===== src/rtl/rde_pkg.sv =====
// shared types, constants and helpers of the radix digit emitter
`default_nettype none
package rde_pkg;

    localparam int VALUE_BITS   = 32;
    localparam int RADIX_BITS   = 5;
    localparam int DIGIT_BITS   = 4;
    localparam int CNT_BITS     = 6;
    localparam int SYM_BITS     = 8;
    localparam int SYMTAB_BITS  = 64;
    localparam int CFG_IDX_BITS = 2;
    // quotient bits resolved per cycle by the shared divide step
    localparam int BITS_PER_STEP = 8;
    localparam int STEPS_PER_DIGIT = VALUE_BITS / BITS_PER_STEP;
    localparam int STEP_BITS = $clog2(STEPS_PER_DIGIT);

    localparam logic [SYM_BITS-1:0]    MINUS_SYMBOL = 8'h2D;
    localparam logic [RADIX_BITS-1:0]  RADIX_MIN    = 5'd2;
    localparam logic [RADIX_BITS-1:0]  RADIX_MAX    = 5'd16;
    localparam logic [RADIX_BITS-1:0]  RADIX_RESET  = 5'd10;
    localparam logic [SYMTAB_BITS-1:0] SYMBOLS_LOW_RESET  = 64'h3736353433323130;
    localparam logic [SYMTAB_BITS-1:0] SYMBOLS_HIGH_RESET = 64'h6665646362613938;

    localparam logic [CFG_IDX_BITS-1:0] REG_RADIX        = 2'd0;
    localparam logic [CFG_IDX_BITS-1:0] REG_SYMBOLS_LOW  = 2'd1;
    localparam logic [CFG_IDX_BITS-1:0] REG_SYMBOLS_HIGH = 2'd2;

    typedef enum logic [1:0] {
        ST_IDLE,
        ST_DIV,
        ST_SIGN,
        ST_EMIT
    } t_state;

    function automatic logic [RADIX_BITS-1:0] clamp_radix(input logic [RADIX_BITS-1:0] r);
        logic [RADIX_BITS-1:0] res;
        res = r;
        if (r < RADIX_MIN) begin
            res = RADIX_MIN;
        end else if (r > RADIX_MAX) begin
            res = RADIX_MAX;
        end
        return res;
    endfunction

    function automatic logic [SYM_BITS-1:0] symbol_of(
        input logic [DIGIT_BITS-1:0]  d,
        input logic [SYMTAB_BITS-1:0] lo,
        input logic [SYMTAB_BITS-1:0] hi
    );
        logic [SYMTAB_BITS-1:0] tab;
        tab = d[DIGIT_BITS-1] ? hi : lo;
        return tab[d[DIGIT_BITS-2:0]*SYM_BITS +: SYM_BITS];
    endfunction

endpackage
`default_nettype wire


===== src/rtl/radix_digit_emitter.sv =====
// signed integer to radix text converter with a shared long-division step unit
// operation: after a value is accepted, each digit is produced by the shared
// 8-bit-per-cycle divide step working through the whole value; the sign or first word
// is loaded once the output is free after the last digit; not ready for a new value
// until the last word is loaded
// reset: synchronous active low; control cleared, radix 10, symbols "0123456789abcdef"
// digit store is not reset, every entry is written before it is read
`default_nettype none
module radix_digit_emitter (
    input  wire logic        i_clk,
    input  wire logic        i_rst_n,
    // input stream: tdata[31:0] value
    input  wire logic        i_s_axis_tvalid,
    output logic             o_s_axis_tready,
    input  wire logic [rde_pkg::VALUE_BITS-1:0] i_s_axis_tdata,
    // output stream: tdata[7:0] symbol, tlast marks the final symbol
    output logic             o_m_axis_tvalid,
    input  wire logic        i_m_axis_tready,
    output logic [rde_pkg::SYM_BITS-1:0] o_m_axis_tdata,
    output logic             o_m_axis_tlast,
    // configuration write channel
    input  wire logic        i_cfg_valid,
    output logic             o_cfg_ready,
    input  wire logic [rde_pkg::CFG_IDX_BITS-1:0] i_cfg_index,
    input  wire logic [rde_pkg::SYMTAB_BITS-1:0]  i_cfg_data
);

    rde_pkg::t_state r_state, n_state;

    logic [rde_pkg::RADIX_BITS-1:0]  r_radix;
    logic [rde_pkg::SYMTAB_BITS-1:0] r_sym_lo;
    logic [rde_pkg::SYMTAB_BITS-1:0] r_sym_hi;

    logic [rde_pkg::VALUE_BITS-1:0] r_mag;
    logic [rde_pkg::DIGIT_BITS-1:0] r_rem;
    logic [rde_pkg::RADIX_BITS-1:0] r_base;
    logic                           r_neg;
    logic [rde_pkg::STEP_BITS-1:0]  r_step;
    logic [rde_pkg::CNT_BITS-1:0]   r_cnt;

    logic [rde_pkg::DIGIT_BITS-1:0] r_digits [rde_pkg::VALUE_BITS];

    logic                         r_m_valid;
    logic [rde_pkg::SYM_BITS-1:0] r_m_sym;
    logic                         r_m_last;

    logic                           w_in_acc;
    logic                           w_out_free;
    logic                           w_load;
    logic                           w_last;
    logic [rde_pkg::VALUE_BITS-1:0] w_mag_nx;
    logic [rde_pkg::DIGIT_BITS-1:0] w_rem_nx;
    logic                           w_digit_done;
    logic [rde_pkg::CNT_BITS-2:0]   w_rd_idx;

    assign w_in_acc   = i_s_axis_tvalid && o_s_axis_tready;
    assign w_out_free = !r_m_valid || i_m_axis_tready;
    assign w_digit_done = (r_step == rde_pkg::STEP_BITS'(rde_pkg::STEPS_PER_DIGIT - 1));
    assign w_rd_idx = r_cnt[rde_pkg::CNT_BITS-2:0] - 1'b1;

    // shared divide step: top byte of the dividend through 8 compare/subtract stages
    always_comb begin
        logic [rde_pkg::RADIX_BITS-1:0]    rem5;
        logic [rde_pkg::DIGIT_BITS-1:0]    rem;
        logic [rde_pkg::BITS_PER_STEP-1:0] quo;
        logic [rde_pkg::BITS_PER_STEP-1:0] top;
        rem = r_rem;
        quo = '0;
        top = r_mag[rde_pkg::VALUE_BITS-1 -: rde_pkg::BITS_PER_STEP];
        for (int i = rde_pkg::BITS_PER_STEP - 1; i >= 0; i--) begin
            rem5 = {rem, top[i]};
            if (rem5 >= r_base) begin
                rem5 = rem5 - r_base;
                quo[i] = 1'b1;
            end
            rem = rem5[rde_pkg::DIGIT_BITS-1:0];
        end
        w_rem_nx = rem;
        w_mag_nx = {r_mag[rde_pkg::VALUE_BITS-rde_pkg::BITS_PER_STEP-1:0], quo};
    end

    // next state
    always_comb begin
        n_state = r_state;
        case (r_state)
            rde_pkg::ST_IDLE: begin
                if (w_in_acc) begin
                    n_state = rde_pkg::ST_DIV;
                end
            end
            rde_pkg::ST_DIV: begin
                if (w_digit_done && (w_mag_nx == '0)) begin
                    n_state = r_neg ? rde_pkg::ST_SIGN : rde_pkg::ST_EMIT;
                end
            end
            rde_pkg::ST_SIGN: begin
                if (w_out_free) begin
                    n_state = rde_pkg::ST_EMIT;
                end
            end
            rde_pkg::ST_EMIT: begin
                if (w_out_free && (r_cnt == rde_pkg::CNT_BITS'(1))) begin
                    n_state = rde_pkg::ST_IDLE;
                end
            end
            default: n_state = rde_pkg::ST_IDLE;
        endcase
    end

    // outputs of the sequencer
    always_comb begin
        o_s_axis_tready = 1'b0;
        w_load = 1'b0;
        w_last = 1'b0;
        case (r_state)
            rde_pkg::ST_IDLE: begin
                o_s_axis_tready = 1'b1;
            end
            rde_pkg::ST_DIV: begin
                w_load = 1'b0;
            end
            rde_pkg::ST_SIGN: begin
                w_load = w_out_free;
            end
            rde_pkg::ST_EMIT: begin
                w_load = w_out_free;
                w_last = (r_cnt == rde_pkg::CNT_BITS'(1));
            end
            default: o_s_axis_tready = 1'b0;
        endcase
    end

    assign o_cfg_ready     = 1'b1;
    assign o_m_axis_tvalid = r_m_valid;
    assign o_m_axis_tdata  = r_m_sym;
    assign o_m_axis_tlast  = r_m_last;

    // control and configuration registers
    always_ff @(posedge i_clk) begin
        if (!i_rst_n) begin
            r_state   <= rde_pkg::ST_IDLE;
            r_radix   <= rde_pkg::RADIX_RESET;
            r_sym_lo  <= rde_pkg::SYMBOLS_LOW_RESET;
            r_sym_hi  <= rde_pkg::SYMBOLS_HIGH_RESET;
            r_m_valid <= 1'b0;
            r_cnt     <= '0;
            r_step    <= '0;
            r_rem     <= '0;
            r_base    <= rde_pkg::RADIX_RESET;
        end else begin
            r_state <= n_state;
            if (i_cfg_valid && o_cfg_ready) begin
                case (i_cfg_index)
                    rde_pkg::REG_RADIX:
                        r_radix <= rde_pkg::clamp_radix(i_cfg_data[rde_pkg::RADIX_BITS-1:0]);
                    rde_pkg::REG_SYMBOLS_LOW:  r_sym_lo <= i_cfg_data;
                    rde_pkg::REG_SYMBOLS_HIGH: r_sym_hi <= i_cfg_data;
                    default: ;
                endcase
            end
            if (w_load) begin
                r_m_valid <= 1'b1;
            end else if (i_m_axis_tready) begin
                r_m_valid <= 1'b0;
            end
            case (r_state)
                rde_pkg::ST_IDLE: begin
                    if (w_in_acc) begin
                        r_cnt  <= '0;
                        r_step <= '0;
                        r_rem  <= '0;
                        r_base <= r_radix;
                    end
                end
                rde_pkg::ST_DIV: begin
                    r_step <= r_step + 1'b1;
                    if (w_digit_done) begin
                        r_cnt <= r_cnt + 1'b1;
                        r_rem <= '0;
                    end else begin
                        r_rem <= w_rem_nx;
                    end
                end
                rde_pkg::ST_EMIT: begin
                    if (w_out_free) begin
                        r_cnt <= r_cnt - 1'b1;
                    end
                end
                default: ;
            endcase
        end
    end

    // datapath registers
    always_ff @(posedge i_clk) begin
        if (w_in_acc) begin
            r_neg <= i_s_axis_tdata[rde_pkg::VALUE_BITS-1];
            // the most negative value negates to its own unsigned magnitude
            r_mag <= i_s_axis_tdata[rde_pkg::VALUE_BITS-1] ?
                     (~i_s_axis_tdata + 1'b1) : i_s_axis_tdata;
        end else if (r_state == rde_pkg::ST_DIV) begin
            r_mag <= w_mag_nx;
        end
        if ((r_state == rde_pkg::ST_DIV) && w_digit_done) begin
            r_digits[r_cnt[rde_pkg::CNT_BITS-2:0]] <= w_rem_nx;
        end
        if (w_load) begin
            // digits leave most significant first, the sign word goes ahead of them
            r_m_sym  <= (r_state == rde_pkg::ST_EMIT) ?
                        rde_pkg::symbol_of(r_digits[w_rd_idx], r_sym_lo, r_sym_hi) :
                        rde_pkg::MINUS_SYMBOL;
            r_m_last <= w_last;
        end
    end

    a_cnt_range: assert property (@(posedge i_clk) disable iff (!i_rst_n)
        r_cnt <= rde_pkg::CNT_BITS'(rde_pkg::VALUE_BITS))
        else $error("digit count beyond value width");

    a_emit_has_digit: assert property (@(posedge i_clk) disable iff (!i_rst_n)
        (r_state == rde_pkg::ST_EMIT) |-> (r_cnt != '0))
        else $error("emitting with no digit stored");

    a_accept_starts_div: assert property (@(posedge i_clk) disable iff (!i_rst_n)
        w_in_acc |=> (r_state == rde_pkg::ST_DIV) && (r_cnt == '0) && (r_step == '0))
        else $error("accepted value did not start division");

    a_rem_below_base: assert property (@(posedge i_clk) disable iff (!i_rst_n)
        (r_state == rde_pkg::ST_DIV) |-> ({1'b0, r_rem} < r_base))
        else $error("partial remainder not below radix");

    a_last_ends_value: assert property (@(posedge i_clk) disable iff (!i_rst_n)
        (w_load && w_last) |=> (r_state == rde_pkg::ST_IDLE))
        else $error("final word loaded but sequencer not idle");

endmodule
`default_nettype wire

===== config.mk =====
export PLATFORM = sky130hd
export DESIGN_NAME = radix_digit_emitter
export DESIGN_NICKNAME = d
export VERILOG_FILES = /design/src/rtl/rde_pkg.sv /design/src/rtl/radix_digit_emitter.sv
export SDC_FILE = /design/constraint.sdc
export NUM_CORES = 1
export LEC_CHECK = 0
export ABC_CLOCK_PERIOD_IN_PS = 13050
export BUFFER_PORTS_ARGS = -buffer_cell sky130_fd_sc_hd__buf_4
export CORE_MARGIN = 3
export CORE_UTILIZATION = 55
export DETAILED_ROUTE_END_ITERATION = 8
export GPL_TIMING_DRIVEN = 0
export HOLD_SLACK_MARGIN = 0.05
export PLACE_DENSITY = 0.77
export SKIP_CTS_REPAIR_TIMING = 1
export SYNTH_ARGS = -nofsm -noshare
export SYNTH_HDL_FRONTEND = slang
export SYNTH_SLANG_ARGS = --single-unit

===== constraint.sdc =====
create_clock -name i_clk -period 13.05 [get_ports i_clk]
set_input_delay 1.305 -clock i_clk [delete_from_list [all_inputs] [get_ports i_clk]]
set_output_delay 1.305 -clock i_clk [all_outputs]
set_load 0.005 [all_outputs]

; ---- Yosys cells after proc, flatten, opt, wreduce, memory -nomap -nowiden
; Memories as Yosys holds them, arrays and structs flattened.
; Cells that the tools add are included.
[op_classes]
mux = 43
shift = 1
n_mul = 0
div = 0
eq_ne = 13
magnitude_cmp = 10
bitwise = 1
add_sub_neg = 13
n_reduce_logical = 21
[op_table]
columns = cell, n
row1 = 32-bit two-way mux, 3
row2 = 64-bit two-way mux, 1
row3 = 64-bit by 7-bit variable part select with 8-bit output, 1
row4 = 5-bit greater-or-equal comparator, 8
row5 = 4-bit two-way mux, 10
row6 = "32-bit by 1-bit adder with 32-bit output, second input constant", 1
row7 = 32-bit zero test, 1
row8 = 32-bit NOT, 1
row9 = 4-bit subtractor, 8
row10 = 6-bit two-way mux, 3
row11 = 6-bit case mux with 3 select lines, 1
row12 = 1-bit two-way mux, 15
row13 = "2-bit inequality test, second input constant", 6
row14 = 2-bit two-way mux, 5
row15 = 5-bit two-way mux, 2
row16 = 2-bit AND reduction, 5
row17 = "2-bit == test, second input constant", 4
row18 = 2-bit case mux with 4 select lines, 1
row19 = 4-bit case mux with 2 select lines, 1
row20 = 4-bit AND reduction, 2
row21 = "6-bit by 1-bit adder with 6-bit output, second input constant", 1
row22 = "6-bit by 1-bit == test with 1-bit output, second input constant", 1
row23 = 2-bit nonzero test, 3
row24 = "6-bit by 1-bit subtractor with 6-bit output, second input constant", 1
row25 = 12 further kinds, 17
[totals]
latch_bits = 0
rom_bits = 0
register_bits = 195
output_inout_bits = 12
mem_count = 1
elab_cells = 116
ramBits = 128
[memory_table]
columns = name, words, width, read_ports, rd_clocked_by_memory_dff, write_ports, line
row1 = r_digits, 32, 4, 1, 0, 1, radix_digit_emitter.sv:41  ; logic [rde_pkg::DIGIT_BITS-1:0] r_digits [rde_pkg::VALUE_BITS];

; ---- Depth between registers and ports, before layout
[logic_depth]
ltp_word = 20
mapped_depth = 59

; ---- Worst setup path before layout
; No wires, ideal clock.
[synth_path]
path_kind = reg-to-reg
startpoint = register r_base[1] (netlist bit)
endpoint = memory r_digits[0][3] (netlist bit), data pin
setup_slack_ps = -307
stages_incl_launch_ff = 57
setup_time_ps = 385
n_path_buf = 2
t_required_ps = 12665
t_arrival_ps = 12972
cell_sequence = dfxtp_1 inv_1 ha_1 a21o_1 a21o_1 a21o_1 a21o_1 mux2_2 inv_1 ha_1 a21o_1 a21o_1 a21o_1 a21oi_1 mux2_2 inv_1 ha_1 a21o_1 [21 not listed] a21o_1 a21o_1 mux2_2 inv_1 ha_1 nor2b_1 o21ai_0 a31oi_1 o21a_1 or2_2 a21oi_1 ha_1 a21o_1 a21o_1 a21o_1 a21o_1 clkbuf_1 mux2i_1
[synth_between]
elab_chain_cells = 16
elab_cells_between_ends = 24
classes_between = 8 x add/sub / 8 x order compare / 8 x mux
[synth_lines]
columns = element, line
row1 = start: declaration, radix_digit_emitter.sv:36  ; logic [rde_pkg::RADIX_BITS-1:0] r_base;
row2 = start signal: assignment, radix_digit_emitter.sv:149  ; r_base <= rde_pkg::RADIX_RESET;
row3 = start signal: assignment, radix_digit_emitter.sv:172  ; r_base <= r_radix;
row4 = 4-bit subtractor / 5-bit greater-or-equal comparator (equally long branches), "radix_digit_emitter.sv:73, radix_digit_emitter.sv:72"
row5 = 4-bit two-way mux, radix_digit_emitter.sv:72  ; if (rem5 >= r_base) begin
row6 = 4-bit subtractor / 5-bit greater-or-equal comparator (equally long branches), "radix_digit_emitter.sv:73, radix_digit_emitter.sv:72"
row7 = 4-bit two-way mux, radix_digit_emitter.sv:72
row8 = 4-bit subtractor / 5-bit greater-or-equal comparator (equally long branches), "radix_digit_emitter.sv:73, radix_digit_emitter.sv:72"
row9 = 4-bit two-way mux, radix_digit_emitter.sv:72
row10 = 5-bit greater-or-equal comparator / 4-bit subtractor (equally long branches), "radix_digit_emitter.sv:72, radix_digit_emitter.sv:73"
row11 = 4-bit two-way mux, radix_digit_emitter.sv:72
row12 = 4-bit subtractor / 5-bit greater-or-equal comparator (equally long branches), "radix_digit_emitter.sv:73, radix_digit_emitter.sv:72"
row13 = 4-bit two-way mux, radix_digit_emitter.sv:72
row14 = 4-bit subtractor / 5-bit greater-or-equal comparator (equally long branches), "radix_digit_emitter.sv:73, radix_digit_emitter.sv:72"
row15 = 4-bit two-way mux, radix_digit_emitter.sv:72
row16 = 5-bit greater-or-equal comparator / 4-bit subtractor (equally long branches), "radix_digit_emitter.sv:72, radix_digit_emitter.sv:73"
row17 = 4-bit two-way mux, radix_digit_emitter.sv:72
row18 = 4-bit subtractor / 5-bit greater-or-equal comparator (equally long branches), "radix_digit_emitter.sv:73, radix_digit_emitter.sv:72"
row19 = 4-bit two-way mux (*), radix_digit_emitter.sv:72
row20 = "via w_rem_nx, one bit", radix_digit_emitter.sv:52  ; logic [rde_pkg::DIGIT_BITS-1:0] w_rem_nx;
row21 = end: declaration, radix_digit_emitter.sv:41
; The timed path passes the listed nets; every way through them passes the cells marked *.

; ---- Worst setup path in the final report
[layout_path]
startpoint = register r_mag[31] (netlist bit)
endpoint = register r_state[0]
[layout_between]
elab_chain_cells = 20
elab_cells_between_ends = 34
classes_between = 7 x add/sub / 8 x order compare / 1 x eq/ne / 15 x mux / 3 x reduce/logical
[layout_lines]
columns = element, line
row1 = start: declaration, radix_digit_emitter.sv:34  ; logic [rde_pkg::VALUE_BITS-1:0] r_mag;
row2 = start signal: assignment, radix_digit_emitter.sv:199  ; r_mag <= i_s_axis_tdata[rde_pkg::VALUE_BITS-1] ?
row3 = start signal: assignment, radix_digit_emitter.sv:202  ; r_mag <= w_mag_nx;
row4 = 4-bit subtractor / 5-bit greater-or-equal comparator (equally long branches), "radix_digit_emitter.sv:73, radix_digit_emitter.sv:72"
row5 = 4-bit two-way mux, radix_digit_emitter.sv:72
row6 = 4-bit subtractor / 5-bit greater-or-equal comparator (equally long branches), "radix_digit_emitter.sv:73, radix_digit_emitter.sv:72"
row7 = 4-bit two-way mux, radix_digit_emitter.sv:72
row8 = 4-bit subtractor / 5-bit greater-or-equal comparator (equally long branches), "radix_digit_emitter.sv:73, radix_digit_emitter.sv:72"
row9 = 4-bit two-way mux, radix_digit_emitter.sv:72
row10 = 4-bit subtractor / 5-bit greater-or-equal comparator (equally long branches), "radix_digit_emitter.sv:73, radix_digit_emitter.sv:72"
row11 = 4-bit two-way mux, radix_digit_emitter.sv:72
row12 = [4 not listed], -
row13 = 4-bit subtractor / 5-bit greater-or-equal comparator (equally long branches), "radix_digit_emitter.sv:73, radix_digit_emitter.sv:72"
row14 = 4-bit two-way mux, radix_digit_emitter.sv:72
row15 = 5-bit greater-or-equal comparator, radix_digit_emitter.sv:72
row16 = 1-bit two-way mux, radix_digit_emitter.sv:72
row17 = 32-bit zero test (*), radix_digit_emitter.sv:92  ; if (w_digit_done && (w_mag_nx == '0)) begin
row18 = 1-bit logical AND (*), radix_digit_emitter.sv:92
row19 = 2-bit inequality test (no source line) (*), -
row20 = 4-bit AND reduction (no source line) (*), -
row21 = end signal: assignment, radix_digit_emitter.sv:141  ; r_state <= rde_pkg::ST_IDLE;
row22 = end signal: assignment, radix_digit_emitter.sv:151  ; r_state <= n_state;
row23 = end: declaration, radix_digit_emitter.sv:28  ; rde_pkg::t_state r_state, n_state;
; Mark *: on every way between the ends. The rest lies on a longest branch, timed or not.
; A chain may end at the register's enable or synchronous reset.

==> flow_metrics.env <==
export IMPL_outcome="finished clean"
export IMPL_finalMaxSlewViolations=0
export IMPL_cts_root_buf="clkbuf_16"
export IMPL_nNetsFinal=1876
export IMPL_fin_crit_sh=0.971
export IMPL_grt_pass1_vias=12100
export IMPL_synth_seq_cells=323
export IMPL_end_kind="flop"
export IMPL_cts_htree_levels=2
export IMPL_grt_pass1_wl_um=65100
export IMPL_numCtsBuffers=34
export IMPL_crit_slowest_cell="edfxtp_1"
export IMPL_crit_required_ns=13.46
export IMPL_io_buffers=113
export IMPL_cp_depth=58
export IMPL_coreArea_sq_um=28100
export IMPL_grt_use_total=0.266
export IMPL_reg2reg_slack_ns=0.38
export IMPL_hp_class="flop to flop"
export IMPL_io_pins=115
export IMPL_syn_inst=1532
export IMPL_initial_core_util=0.565
export IMPL_place_ws_ns=-2.77
export IMPL_drc=0
export IMPL_clk_path_buf_depth=3
export IMPL_dp_hpwl_um=29800
export IMPL_slew_headroom=0.153
export IMPL_final_core_util=0.667
export IMPL_worstSetupEndpoint="r_state[0]"
export IMPL_yosys_cell_types_count=60
export IMPL_wl_per_cell_um=21.4
export IMPL_critPathMostFrequentCell="a21o_1"
export IMPL_drive_above_1_share=0.167
export IMPL_ys_flop_type="edfxtp_1"
export IMPL_diodes=0
export IMPL_avgViaCountPerCell=6.09
export IMPL_first_iter_violations=1373
export IMPL_die_w_um=176
export IMPL_grt_max_degree=33
export IMPL_worst_slew_pin_slew_ns=1.27
export IMPL_cts_tree="done"
export IMPL_crit_path_start="r_mag[31]"
export IMPL_period_minus_slack_ns=12.67
export IMPL_cap_violations=0
export IMPL_avgSynthCellArea_sq_um=10.4
export IMPL_synth_warnings=0
export IMPL_timing_rr_start="r_mag[31]"
export IMPL_synth_edff_count=170
export IMPL_synth_area_sq_um=15900
export IMPL_crit_path_start_kind="flop"
export IMPL_finalSetupViolations=0
export IMPL_core_rowCount=61
export IMPL_routabilityCongestion=0.956
export IMPL_fin_ws_ns=0.384
export IMPL_rr_endpoint="r_state[0]"
export IMPL_holdWs_ns=0.448
export IMPL_fp_dieH_um=176
export IMPL_async_flop_share=0
export IMPL_clkSinkCount=323
export IMPL_insertion_delay_ns=0.53
export IMPL_worstPathMaxFanout=10
export IMPL_drt_first_pass_iters=7
export IMPL_worstSetupPathType="flop to flop"
export IMPL_worstRegToRegCells=58
export IMPL_clk_pin_slew_ns=0.06
export IMPL_num_vias=12900
export IMPL_overflow=0
export IMPL_wirelength_um=45300
export IMPL_antenna_found_initial=0
export IMPL_critPathTopFamily="compound AO/OA/AOI/OAI gates"
export IMPL_syn2layout_area_growth_pct=18.1
export IMPL_cp_arrival_ns=13.07
export IMPL_ys_seq_area_frac=0.515
export IMPL_synthesis_nets=1695
export IMPL_fmax_mhz=78.9
export IMPL_skew_ns=0.0258
export IMPL_path_buf_inv=6
export IMPL_ant_nets=0
export IMPL_fp_dieArea_sq_um=30900
export IMPL_critPathMaxStageDelay_ns=0.41
export IMPL_final_hold_viol_count=0
==> area by class of cell <==
| type | instances | area, sq um |
|---|---|---|
| clock buffer | 47 | 933 |
| tap | 378 | 473 |
| fill | 2118 | 9350 |
| buffer | 88 | 373 |
| sequential | 323 | 8180 |
| timing repair buffer | 137 | 1080 |
| clock inverter | 11 | 71.3 |
| inverter | 44 | 169 |
| multi-input combinational | 1085 | 7470 |
==> registers in the layout, summed over array words and instances, names as in the netlist <==
register and cells:
r_sym_lo 64, o_m_axis_tdata 8, r_state 2, r_neg 1, r_radix 5, r_mag 32, r_base 5, r_digits 128
r_rem 4, r_sym_hi 64, o_m_axis_tvalid 1, r_step 2, r_cnt 6, o_m_axis_tlast 1
==> logic make-up after synthesis <==
group,count (synthesis),share of synthesized area
mux,121,0.109
buf+inv,132,0.0327
fa+ha+maj,60,0.0511
flops,323,0.515
compound gates,295,0.114
simple gates,552,0.152
other cells,1,0.000236
xor+xnor,48,0.0265
==> worst min path at each step <==
stage	start	cells past startpoint	endpoint
4_1_cts	r_sym_hi[0]	2	r_sym_hi[0]
5_1_grt	r_radix[0]	2	r_base[0]
2_1_floorplan	r_radix[4]	2	r_base[4]
3_5_place_dp	r_sym_hi[60]	2	r_sym_hi[60]
6_report	r_radix[0]	2	r_base[0]
3_3_place_gp	r_sym_hi[43]	2	r_sym_hi[43]
==> routing by layer <==
metal / routed length (um) / share of wire / global-route usage / vias up
li1: - / - / - / 5864
met1: 17300 / 0.38 / 0.352 / 6139
met2: 21800 / 0.48 / 0.454 / 733
met3: 4240 / 0.094 / 0.0396 / 142
met4: 1920 / 0.042 / 0.0812 / 0
met5: 0 / 0 / 0 / -
==> per-stage QoR <==
stage	instances	TNS, ns	instance area [sq um]
global placement	2023	-300.72	17200
detailed placement	2023	-333.84	17200
global route	2113	-0.911	18700
floorplan	1532	0	15900
finish	2113	0	18700
CTS	2081	-340.46	18200
==> tightest hold or removal path, delay by kind of cell (launching register included) <==
| family | cells | cell delay, ns |
|---|---|---|
| flip-flops | 1 | 0.31 |
| AO/OA/AOI/OAI | 1 | 0.05 |
| AND/OR/NAND/NOR | 1 | 0.05 |
==> cell usage in the layout (no fill, tap or decap), types with 45 or more instances in the layout <==
cell type,count
mux2i_1,69
nor2_1,71
a21oi_1,123
nand3_1,63
buf_4,135
ha_1,52
nand2_1,332
dfxtp_1,151
edfxtp_1,170
clkbuf_1,71
o21ai_0,45
==> cells in the mapped netlist (7+ instances only) <==
library cell    n  area [sq um]
a21o_1         32           240
a21oi_1       130           651
a222oi_1        8          80.1
a22oi_1        19           143
buf_1           9          33.8
buf_2          13          65.1
clkbuf_1       64           240
dfxtp_1       153          3060
edfxtp_1      170          5100
fa_1            8           160
ha_1           52           651
inv_1          43           161
mux2_2         10           113
mux2i_1        71           711
mux4_2         40           901
nand2_1       333          1250
nand2b_1       19           119
nand3_1        63           315
nand3b_1        8          60.1
nor2_1         73           274
nor3_1         13          65.1
nor4_1          7          43.8
o211ai_1        7          52.6
o21ai_0        46           230
o31ai_1        12          90.1
xnor2_1        20           175
xor2_1         28           245
Power is left out: the tool's default activity adds up to more than one toggle a clock period on the data nets, which glitch-free logic cannot reach.
